<file path="src/rtl/xds_pkg.sv">
// ----------------------------------------------------------------------------
// xds_pkg
// Types, codes and sizes shared by the XOR distance shortlist block.
// ----------------------------------------------------------------------------
`default_nettype none

package xds_pkg;

    localparam int XDS_LIST_DEPTH = 20;

    localparam logic [1:0] CMD_CLEAR = 2'd0;
    localparam logic [1:0] CMD_OFFER = 2'd1;
    localparam logic [1:0] CMD_TAKE  = 2'd2;

    typedef enum logic [2:0] {
        ST_INSERTED  = 3'd0,
        ST_DUPLICATE = 3'd1,
        ST_DROPPED   = 3'd2,
        ST_GIVEN     = 3'd3,
        ST_NONE_LEFT = 3'd4,
        ST_CLEARED   = 3'd5
    } xds_status_t;

    typedef enum logic [3:0] {
        S_IDLE,
        S_SCAN_RD,
        S_SCAN_CMP,
        S_PLACE,
        S_SHIFT_RD,
        S_SHIFT_WR,
        S_INSERT,
        S_TAKE_SCAN,
        S_TAKE_RD,
        S_DONE
    } xds_state_t;

    typedef struct packed {
        logic [1:0]  cmd;
        logic [63:0] node_id;
        logic [15:0] node_handle;
    } xds_in_t;

    typedef struct packed {
        xds_status_t status;
        logic [63:0] out_node_id;
        logic [15:0] out_handle;
        logic [4:0]  fill_count;
    } xds_out_t;

    // one stored contact
    typedef struct packed {
        logic [63:0] distance;
        logic [15:0] hnd;
    } xds_ent_t;

    typedef struct packed {
        logic     en;
        xds_ent_t data;
    } xds_wr_t;

endpackage

`default_nettype wire

</file>
<file path="src/rtl/xds_store.sv">
// ----------------------------------------------------------------------------
// xds_store
// Entry memory: distance and handle per slot, one write and one registered
// read port.
// ----------------------------------------------------------------------------
`default_nettype none

module xds_store #(
    parameter int LIST_DEPTH = xds_pkg::XDS_LIST_DEPTH,
    parameter int IDX_W      = (LIST_DEPTH > 1) ? $clog2(LIST_DEPTH) : 1
) (
    input  wire                   clk,
    input  xds_pkg::xds_wr_t      wr,
    input  wire  [IDX_W-1:0]      wr_addr,
    input  wire  [IDX_W-1:0]      rd_addr,
    output xds_pkg::xds_ent_t     rd_data
);
    import xds_pkg::*;

    xds_ent_t mem [LIST_DEPTH];
    xds_ent_t rd_data_reg;

    always_ff @(posedge clk)
    begin
        if (wr.en)
        begin
            mem[wr_addr] <= wr.data;
        end
        rd_data_reg <= mem[rd_addr];
    end

    assign rd_data = rd_data_reg;

endmodule

`default_nettype wire

</file>
<file path="src/rtl/xds_ctrl.sv">
// ----------------------------------------------------------------------------
// xds_ctrl
// Command sequencer: scans, shifts and inserts entries one step a cycle,
// keeps the fill count and queried marks, and holds the result register.
// ----------------------------------------------------------------------------
`default_nettype none

module xds_ctrl #(
    parameter int LIST_DEPTH = xds_pkg::XDS_LIST_DEPTH,
    parameter int IDX_W      = (LIST_DEPTH > 1) ? $clog2(LIST_DEPTH) : 1,
    parameter int CNT_W      = $clog2(LIST_DEPTH + 1)
) (
    input  wire                   clk,
    input  wire                   rst_n,
    input  wire  [63:0]           target,
    input  wire                   cmd_valid,
    output logic                  cmd_stall,
    input  xds_pkg::xds_in_t      cmd_item,
    output logic                  rsp_valid,
    input  wire                   rsp_stall,
    output xds_pkg::xds_out_t     rsp_item,
    output xds_pkg::xds_wr_t      wr,
    output logic [IDX_W-1:0]      wr_addr,
    output logic [IDX_W-1:0]      rd_addr,
    input  xds_pkg::xds_ent_t     rd_data
);
    import xds_pkg::*;

    localparam logic [CNT_W-1:0] DEPTH_C = CNT_W'(LIST_DEPTH);

    xds_state_t            state_reg, state_next;
    logic [63:0]           dist_reg, dist_next;
    logic [15:0]           hnd_reg, hnd_next;
    logic [CNT_W-1:0]      idx_reg, idx_next;
    logic [CNT_W-1:0]      m_reg, m_next;
    logic [CNT_W-1:0]      count_reg, count_next;
    logic [LIST_DEPTH-1:0] queried_reg, queried_next;
    xds_status_t           res_st_reg, res_st_next;
    logic [63:0]           res_id_reg, res_id_next;
    logic [15:0]           res_hnd_reg, res_hnd_next;
    logic                  rsp_valid_reg, rsp_valid_next;
    xds_out_t              rsp_item_reg, rsp_item_next;

    logic [CNT_W-1:0]      m_dec;
    logic [CNT_W-1:0]      grown;
    logic                  dist_eq, dist_gt;

    // shared compare and step units
    assign dist_eq = (rd_data.distance == dist_reg);
    assign dist_gt = (rd_data.distance > dist_reg);
    assign m_dec   = m_reg - 1'b1;
    assign grown   = (count_reg == DEPTH_C) ? count_reg : count_reg + 1'b1;

    always_ff @(posedge clk or negedge rst_n)
    begin
        if (!rst_n)
        begin
            state_reg     <= S_IDLE;
            count_reg     <= '0;
            queried_reg   <= '0;
            rsp_valid_reg <= 1'b0;
        end
        else
        begin
            state_reg     <= state_next;
            count_reg     <= count_next;
            queried_reg   <= queried_next;
            rsp_valid_reg <= rsp_valid_next;
        end
    end

    always_ff @(posedge clk)
    begin
        dist_reg     <= dist_next;
        hnd_reg      <= hnd_next;
        idx_reg      <= idx_next;
        m_reg        <= m_next;
        res_st_reg   <= res_st_next;
        res_id_reg   <= res_id_next;
        res_hnd_reg  <= res_hnd_next;
        rsp_item_reg <= rsp_item_next;
    end

    always_comb
    begin
        state_next     = state_reg;
        dist_next      = dist_reg;
        hnd_next       = hnd_reg;
        idx_next       = idx_reg;
        m_next         = m_reg;
        count_next     = count_reg;
        queried_next   = queried_reg;
        res_st_next    = res_st_reg;
        res_id_next    = res_id_reg;
        res_hnd_next   = res_hnd_reg;
        rsp_item_next  = rsp_item_reg;
        rsp_valid_next = rsp_valid_reg && rsp_stall;
        cmd_stall      = (state_reg != S_IDLE);
        rd_addr        = idx_reg[IDX_W-1:0];
        wr_addr        = idx_reg[IDX_W-1:0];
        wr.en          = 1'b0;
        wr.data.distance = dist_reg;
        wr.data.hnd    = hnd_reg;

        case (state_reg)
            S_IDLE:
            begin
                if (cmd_valid)
                begin
                    dist_next    = cmd_item.node_id ^ target;
                    hnd_next     = cmd_item.node_handle;
                    idx_next     = '0;
                    res_id_next  = '0;
                    res_hnd_next = '0;
                    if (cmd_item.cmd == CMD_CLEAR)
                    begin
                        count_next   = '0;
                        queried_next = '0;
                        res_st_next  = ST_CLEARED;
                        state_next   = S_DONE;
                    end
                    else if (cmd_item.cmd == CMD_OFFER)
                    begin
                        state_next = S_SCAN_RD;
                    end
                    else
                    begin
                        state_next = S_TAKE_SCAN;
                    end
                end
            end

            S_SCAN_RD:
            begin
                state_next = (idx_reg == count_reg) ? S_PLACE : S_SCAN_CMP;
            end

            S_SCAN_CMP:
            begin
                if (dist_eq)
                begin
                    res_st_next = ST_DUPLICATE;
                    state_next  = S_DONE;
                end
                else if (dist_gt)
                begin
                    state_next = S_PLACE;
                end
                else
                begin
                    idx_next   = idx_reg + 1'b1;
                    state_next = S_SCAN_RD;
                end
            end

            S_PLACE:
            begin
                // idx_reg is the insert position; past the end means too far
                if (idx_reg == DEPTH_C)
                begin
                    res_st_next = ST_DROPPED;
                    state_next  = S_DONE;
                end
                else
                begin
                    count_next = grown;
                    m_next     = grown - 1'b1;
                    state_next = ((grown - 1'b1) > idx_reg) ? S_SHIFT_RD : S_INSERT;
                end
            end

            S_SHIFT_RD:
            begin
                rd_addr    = m_dec[IDX_W-1:0];
                state_next = S_SHIFT_WR;
            end

            S_SHIFT_WR:
            begin
                // move entry m-1 back to slot m
                wr.en        = 1'b1;
                wr.data      = rd_data;
                wr_addr      = m_reg[IDX_W-1:0];
                queried_next[m_reg[IDX_W-1:0]] = queried_reg[m_dec[IDX_W-1:0]];
                m_next       = m_dec;
                state_next   = (m_dec > idx_reg) ? S_SHIFT_RD : S_INSERT;
            end

            S_INSERT:
            begin
                wr.en        = 1'b1;
                queried_next[idx_reg[IDX_W-1:0]] = 1'b0;
                res_st_next  = ST_INSERTED;
                state_next   = S_DONE;
            end

            S_TAKE_SCAN:
            begin
                if (idx_reg == count_reg)
                begin
                    res_st_next = ST_NONE_LEFT;
                    state_next  = S_DONE;
                end
                else if (!queried_reg[idx_reg[IDX_W-1:0]])
                begin
                    queried_next[idx_reg[IDX_W-1:0]] = 1'b1;
                    state_next = S_TAKE_RD;
                end
                else
                begin
                    idx_next = idx_reg + 1'b1;
                end
            end

            S_TAKE_RD:
            begin
                res_st_next  = ST_GIVEN;
                res_id_next  = rd_data.distance ^ target;
                res_hnd_next = rd_data.hnd;
                state_next   = S_DONE;
            end

            S_DONE:
            begin
                // hold until the output register is free
                if (!rsp_valid_reg || !rsp_stall)
                begin
                    rsp_valid_next            = 1'b1;
                    rsp_item_next.status      = res_st_reg;
                    rsp_item_next.out_node_id = res_id_reg;
                    rsp_item_next.out_handle  = res_hnd_reg;
                    rsp_item_next.fill_count  = 5'(count_reg);
                    state_next                = S_IDLE;
                end
            end

            default:
            begin
                state_next = S_IDLE;
            end
        endcase
    end

    assign rsp_valid = rsp_valid_reg;
    assign rsp_item  = rsp_item_reg;

    a_count_bound: assert property (@(posedge clk) disable iff (!rst_n)
        count_reg <= DEPTH_C)
        else $error("fill count above list depth");

    a_clear_empties: assert property (@(posedge clk) disable iff (!rst_n)
        (cmd_valid && !cmd_stall && cmd_item.cmd == CMD_CLEAR) |=> (count_reg == '0))
        else $error("clear did not empty the list");

    a_result_from_done: assert property (@(posedge clk) disable iff (!rst_n)
        $rose(rsp_valid_reg) |-> ($past(state_reg) == S_DONE))
        else $error("result raised outside completion step");

    a_shift_above_pos: assert property (@(posedge clk) disable iff (!rst_n)
        (state_reg == S_SHIFT_WR) |-> (m_reg > idx_reg))
        else $error("shift write at or below insert position");

endmodule

`default_nettype wire

</file>
<file path="src/rtl/xor_distance_shortlist.sv">
// ----------------------------------------------------------------------------
// xor_distance_shortlist
// Bounded contact list sorted by XOR distance to a configured target.
// ----------------------------------------------------------------------------
// One command item at a time: clear, offer or take, each giving one result
// item. The entries sit in a single-port-read memory and a sequencer walks
// them one slot per step, so the time a command takes follows the list. An
// offer scans from the nearest entry until it finds a duplicate, a farther
// entry or the end of the list; it then lands ahead of the farther entry and
// moves the entries behind it back, is appended, or is dropped from a full
// list. A take scans past the queried entries to the nearest unqueried one,
// or reports none left. The completion step waits while the previous result
// stays stalled. A result waits in its own register, so the next command is
// taken while an earlier result is still stalled. No clearing pass is needed
// after reset.
`default_nettype none

module xor_distance_shortlist #(
    parameter int LIST_DEPTH = xds_pkg::XDS_LIST_DEPTH
) (
    input  wire                   clk,
    input  wire                   rst_n,
    input  wire                   cmd_valid,
    output logic                  cmd_stall,
    input  xds_pkg::xds_in_t      cmd_item,
    output logic                  rsp_valid,
    input  wire                   rsp_stall,
    output xds_pkg::xds_out_t     rsp_item,
    input  wire                   cfg_valid,
    output logic                  cfg_ready,
    input  wire  [63:0]           cfg_data
);
    import xds_pkg::*;

    localparam int IDX_W = (LIST_DEPTH > 1) ? $clog2(LIST_DEPTH) : 1;
    localparam int CNT_W = $clog2(LIST_DEPTH + 1);

    logic [63:0]      target_reg;
    xds_wr_t          wr;
    logic [IDX_W-1:0] wr_addr;
    logic [IDX_W-1:0] rd_addr;
    xds_ent_t         rd_data;

    assign cfg_ready = 1'b1;

    always_ff @(posedge clk or negedge rst_n)
    begin
        if (!rst_n)
        begin
            target_reg <= '0;
        end
        else if (cfg_valid && cfg_ready)
        begin
            target_reg <= cfg_data;
        end
    end

    xds_ctrl #(
        .LIST_DEPTH (LIST_DEPTH),
        .IDX_W      (IDX_W),
        .CNT_W      (CNT_W)
    ) u_ctrl (
        .clk       (clk),
        .rst_n     (rst_n),
        .target    (target_reg),
        .cmd_valid (cmd_valid),
        .cmd_stall (cmd_stall),
        .cmd_item  (cmd_item),
        .rsp_valid (rsp_valid),
        .rsp_stall (rsp_stall),
        .rsp_item  (rsp_item),
        .wr        (wr),
        .wr_addr   (wr_addr),
        .rd_addr   (rd_addr),
        .rd_data   (rd_data)
    );

    xds_store #(
        .LIST_DEPTH (LIST_DEPTH),
        .IDX_W      (IDX_W)
    ) u_store (
        .clk     (clk),
        .wr      (wr),
        .wr_addr (wr_addr),
        .rd_addr (rd_addr),
        .rd_data (rd_data)
    );

endmodule

`default_nettype wire
</file>
<file path="config.mk">
export PLATFORM = sky130hd
export DESIGN_NAME = xor_distance_shortlist
export DESIGN_NICKNAME = d
export VERILOG_FILES = /design/src/rtl/xds_pkg.sv /design/src/rtl/xds_store.sv /design/src/rtl/xds_ctrl.sv /design/src/rtl/xor_distance_shortlist.sv
export SDC_FILE = /design/constraint.sdc
export NUM_CORES = 2
export LEC_CHECK = 0
export ABC_AREA = 0
export BUFFER_PORTS_ARGS = -buffer_cell sky130_fd_sc_hd__buf_4
export CAP_MARGIN = 20
export CORE_ASPECT_RATIO = 1.25
export CORE_MARGIN = 2
export CORE_UTILIZATION = 55
export DETAILED_ROUTE_END_ITERATION = 10
export PLACE_DENSITY = 0.84
export SLEW_MARGIN = 20
export SYNTH_ARGS = -nofsm -noshare
export SYNTH_HDL_FRONTEND = slang
export SYNTH_HIERARCHICAL = 1
export SYNTH_SLANG_ARGS = --single-unit
</file>
<file path="constraint.sdc">
create_clock -name clk -period 9.9 [get_ports clk]
set_clock_uncertainty 0.1 [all_clocks]
set_input_delay 1.98 -clock clk [delete_from_list [all_inputs] [get_ports clk]]
set_output_delay 1.98 -clock clk [all_outputs]
set_load 0.01 [all_outputs]
</file>
==> flow_summary.rst <==
.. list-table::
   :header-rows: 1

   * - Metric
     - Value
   * - Run status
     - complete, no violations
   * - Synthesized cell area
     - between 80000 and 90000 um2
   * - Largest register FFs
     - between 1500 and 2000
   * - Ratio of cells with drive above 1 in the final layout
     - between 10% and 20%
   * - Via-per-instance ratio
     - 6.360
   * - Count of pins over their slew limit
     - 0
   * - Worst-skew pair later-pin latency
     - around 810 ps
   * - Beginning of the worst hold path
     - u_ctrl/res_id_reg[59]$_SDFFCE_PN0P_
   * - Initial antenna violation count
     - 8
   * - Synthesis warning total
     - 6
   * - Arr. time, crit path
     - slightly below 6000 ps
   * - Minimum clock period after layout
     - about 5500 ps
   * - Via count of the first global-routing pass
     - between 40000 and 50000
   * - Number of nets in the layout
     - 5418
   * - Peak fanout along the critical path
     - between 40 and 50
   * - Sequential-to-total area share from yosys stat
     - between 70% and 80%
   * - Finished Layout Cells
     - 7249
   * - Area share of the largest cell type after synthesis
     - between 60 and 70%
   * - Cell depth of the worst hold path
     - 0
   * - H-tree level count
     - 4
   * - Synth Area per Inst
     - 16.60 um2
   * - Launching point of the worst reg2reg path
     - u_ctrl/state_reg[2]$_DFFE_PN0P_
   * - Dominant register cell in the synthesized netlist
     - sky130_fd_sc_hd__edfxtp_1
   * - 1st-pass router iterations
     - 8
   * - Worst slew pin tran
     - about 1400 ps
   * - Critical path startpoint category
     - flop
   * - Total of buffers placed on input and output ports
     - 240
   * - Post-synthesis cell type with the largest combined area
     - sky130_fd_sc_hd__edfxtp_1
   * - Setup TNS after final layout
     - 0 ps
   * - Number of different library cells in the post-synthesis netlist
     - 65
   * - HPWL after detailed placement
     - 111200 um
   * - Number of buffers between clock root and the deepest sink
     - 3
   * - Placeable core region
     - around 150000 um2
   * - Root buffer selected by CTS
     - sky130_fd_sc_hd__clkbuf_16
   * - Reported leakage power
     - between 30 and 40 nW
   * - Register bit count reported by yosys
     - 2035
   * - Worst-case vdd ir drop
     - 314.2 uV
   * - Terminus of the critical flop-to-flop path
     - u_store/mem[10][64]$_DFFE_PP_
   * - Violation count after the first detailed-route iteration
     - 6805
   * - # placed instances
     - between 6000 and 7000
   * - Full die area
     - between 150000 and 200000 um2
   * - Storage cell area
     - ~60000 um2
   * - Gpl congestion
     - about 0.9
   * - CTS tree
     - yes
   * - Largest cells by area after synthesis
     - sky130_fd_sc_hd__edfxtp_1 (69%), sky130_fd_sc_hd__mux2i_1 (7.1%), sky130_fd_sc_hd__dfrtp_1 (2.9%)
   * - Count of flip-flops with a built-in enable after synthesis
     - roughly 1900
   * - Achievable frequency
     - approximately 180 MHz
   * - Total power divided by cell area
     - between 200 and 300 nW/um2
   * - Total area of multi-input combinational cells
     - between 15000 and 20000 um2
   * - Remaining max-slew budget at the tightest pin
     - between 8 and 9%
   * - Synthesized instance count
     - a little under 5000
   * - Fill cells
     - roughly 9600
   * - Total I/O pin count
     - about 240
   * - R2r setup slk
     - about 4400 ps
   * - # DRC
     - 0
   * - Vert. Die Dim
     - approximately 430 um
   * - Setup repair after global routing missed its margin
     - no
   * - Drt wl/cell
     - 28.13 um
   * - Synth async-reset ratio
     - ~4.6%
   * - Setup bufs post-CTS
     - 0
   * - Type of destination of the critical path
     - flop
   * - Layout area overhead
     - 12.83%
   * - Total number of clock tree sinks
     - 2035
   * - Final setup violation count
     - 0
   * - CP Data Required Time
     - between 10000 and 15000 ps
   * - Net count after synthesis
     - 5103
   * - Post-CTS Resized
     - 0
   * - Number of nets still failing antenna checks after routing
     - 0
   * - Final routed wirelength across all metal layers
     - 203900 um
   * - Total congestion overflow
     - 0
   * - Worst-case hold path end point
     - u_ctrl/rsp_item[80]$_DFFE_PP_
   * - Total routing usage reported by global routing
     - 26.79%
   * - Share of the clock period used by the worst path after layout
     - ~55%
   * - Starting density of the core
     - between 50 and 60%
   * - Die Width
     - 346.8 um
   * - Type of the setup path with the least slack
     - reg -> reg
   * - Pin count of the biggest net entering global routing
     - 146
   * - First-pass GRT wire length
     - around 300000 um
   * - Clk pin slew, worst setup/hold paths
     - about 70 ps
   * - Site row count
     - 157
   * - Depth of the worst register-to-register path
     - 7
   * - Final hold vios
     - 0
   * - Class of the tightest hold or removal check
     - reg -> reg
   * - Total vias in the final route
     - roughly 46000
   * - Post-CTS Hold Buffers
     - 0
   * - Clock buffers created by TritonCTS
     - ~180
   * - Total of max-cap violations
     - 0
-- cell usage after synthesis (79+ instances only) --
master,instances
sky130_fd_sc_hd__nand3_1,182
sky130_fd_sc_hd__edfxtp_1,1861
sky130_fd_sc_hd__inv_1,79
sky130_fd_sc_hd__clkbuf_1,126
sky130_fd_sc_hd__a22oi_1,82
sky130_fd_sc_hd__dfrtp_1,94
sky130_fd_sc_hd__nor2_1,208
sky130_fd_sc_hd__mux2i_1,576
sky130_fd_sc_hd__ha_1,86
sky130_fd_sc_hd__o21ai_0,126
sky130_fd_sc_hd__o22ai_1,81
sky130_fd_sc_hd__mux4_2,86
sky130_fd_sc_hd__nand2_1,344
sky130_fd_sc_hd__a21oi_1,174
sky130_fd_sc_hd__dfxtp_1,80
-- layout by cell type (no fill, tap or decap), types with 74 or more instances in the layout --
cell type	synthesis	routed
sky130_fd_sc_hd__buf_4	36	371
sky130_fd_sc_hd__o22ai_1	81	81
sky130_fd_sc_hd__nand3_1	182	182
sky130_fd_sc_hd__nor2_1	208	186
sky130_fd_sc_hd__mux4_2	86	86
sky130_fd_sc_hd__mux2i_1	576	576
sky130_fd_sc_hd__dfxtp_1	80	80
sky130_fd_sc_hd__nand2_1	344	340
sky130_fd_sc_hd__a211oi_1	74	74
sky130_fd_sc_hd__ha_1	86	86
sky130_fd_sc_hd__edfxtp_1	1861	1861
sky130_fd_sc_hd__inv_1	79	79
sky130_fd_sc_hd__o21ai_0	126	118
sky130_fd_sc_hd__xnor2_1	74	74
sky130_fd_sc_hd__a22oi_1	82	82
sky130_fd_sc_hd__clkbuf_16	0	183
sky130_fd_sc_hd__dfrtp_1	94	94
sky130_fd_sc_hd__a21oi_1	174	171
sky130_fd_sc_hd__mux2_2	75	75
-- how the worst max path moves through the flow --
stage / start / endpoint / slack, ps
floorplan: rsp_stall / u_ctrl/rsp_item[0]$_DFFE_PP_ / 3090
global placement: u_ctrl/state_reg[3]$_DFFE_PN0P_ / u_store/mem[10][61]$_DFFE_PP_ / 4740
detailed placement: u_ctrl/state_reg[3]$_DFFE_PN0P_ / u_store/mem[10][60]$_DFFE_PP_ / 4620
CTS: u_ctrl/state_reg[3]$_DFFE_PN0P_ / u_store/mem[10][64]$_DFFE_PP_ / 4560
global route: u_ctrl/state_reg[2]$_DFFE_PN0P_ / u_store/mem[10][64]$_DFFE_PP_ / 4190
finish: u_ctrl/state_reg[2]$_DFFE_PN0P_ / u_store/mem[10][64]$_DFFE_PP_ / 4410
-- cell type report --
cell class                      count  area share, %
Sequential cell                  2035          65.64
Inverter                           82         0.3376
Timing Repair Buffer              380          3.277
Clock buffer                      241          5.372
Antenna cell                        1       0.002745
Multi-Input combinational cell   2501          21.62
Clock inverter                    101          1.138
Tap cell                         1908          2.619
-- critical path: stages (launching register included) --
cell and delay [ps]:
sky130_fd_sc_hd__dfrtp_1 680, sky130_fd_sc_hd__nand2b_1 250, sky130_fd_sc_hd__nor2_4 900, sky130_fd_sc_hd__o21ai_0 390, sky130_fd_sc_hd__nand3b_1 600, sky130_fd_sc_hd__nor2_4 850, sky130_fd_sc_hd__buf_4 590, sky130_fd_sc_hd__buf_4 660
-- cell families after synthesis --
kind of cell    Yosys count  synth area share, %
flops                  2035                74.06
simple gates            862                4.700
mux                     799                11.76
compound gates          608                4.610
buf+inv                 330                1.965
xor+xnor                145                1.572
fa+ha+maj                86                1.332
other cells               1             0.004641
-- layer usage --
layer	track usage, %	wire (um)	share of wire [%]
met1	34.42	72100	35
met2	44.70	99830	49
met3	4.971	22530	11
met4	12.00	9382	4.6
met5	0	47	0.023
-- power breakdown --
group	switching, mW	leakage, nW	internal, mW
logic	5.22	10.6	2.83
registers	0.542	18.7	11.0
clock network	3.13	2.89	3.88
-- stage by stage --
step	power [mW]	instance area [um2]	setup WS, ps	utilization, %	hold WS, ps
after floorplan	16.84	80800	3093	-	300.3
final	26.55	91170	4412	62.38	315.4
after detailed placement	19.41	85170	4620	58.27	304.5
after CTS	26.43	91100	4555	62.33	312.3
after global routing	27.39	91170	4191	62.38	321.9
after global placement	19.12	85110	4737	58.23	301.7
Power figures use the tool's default switching activity.
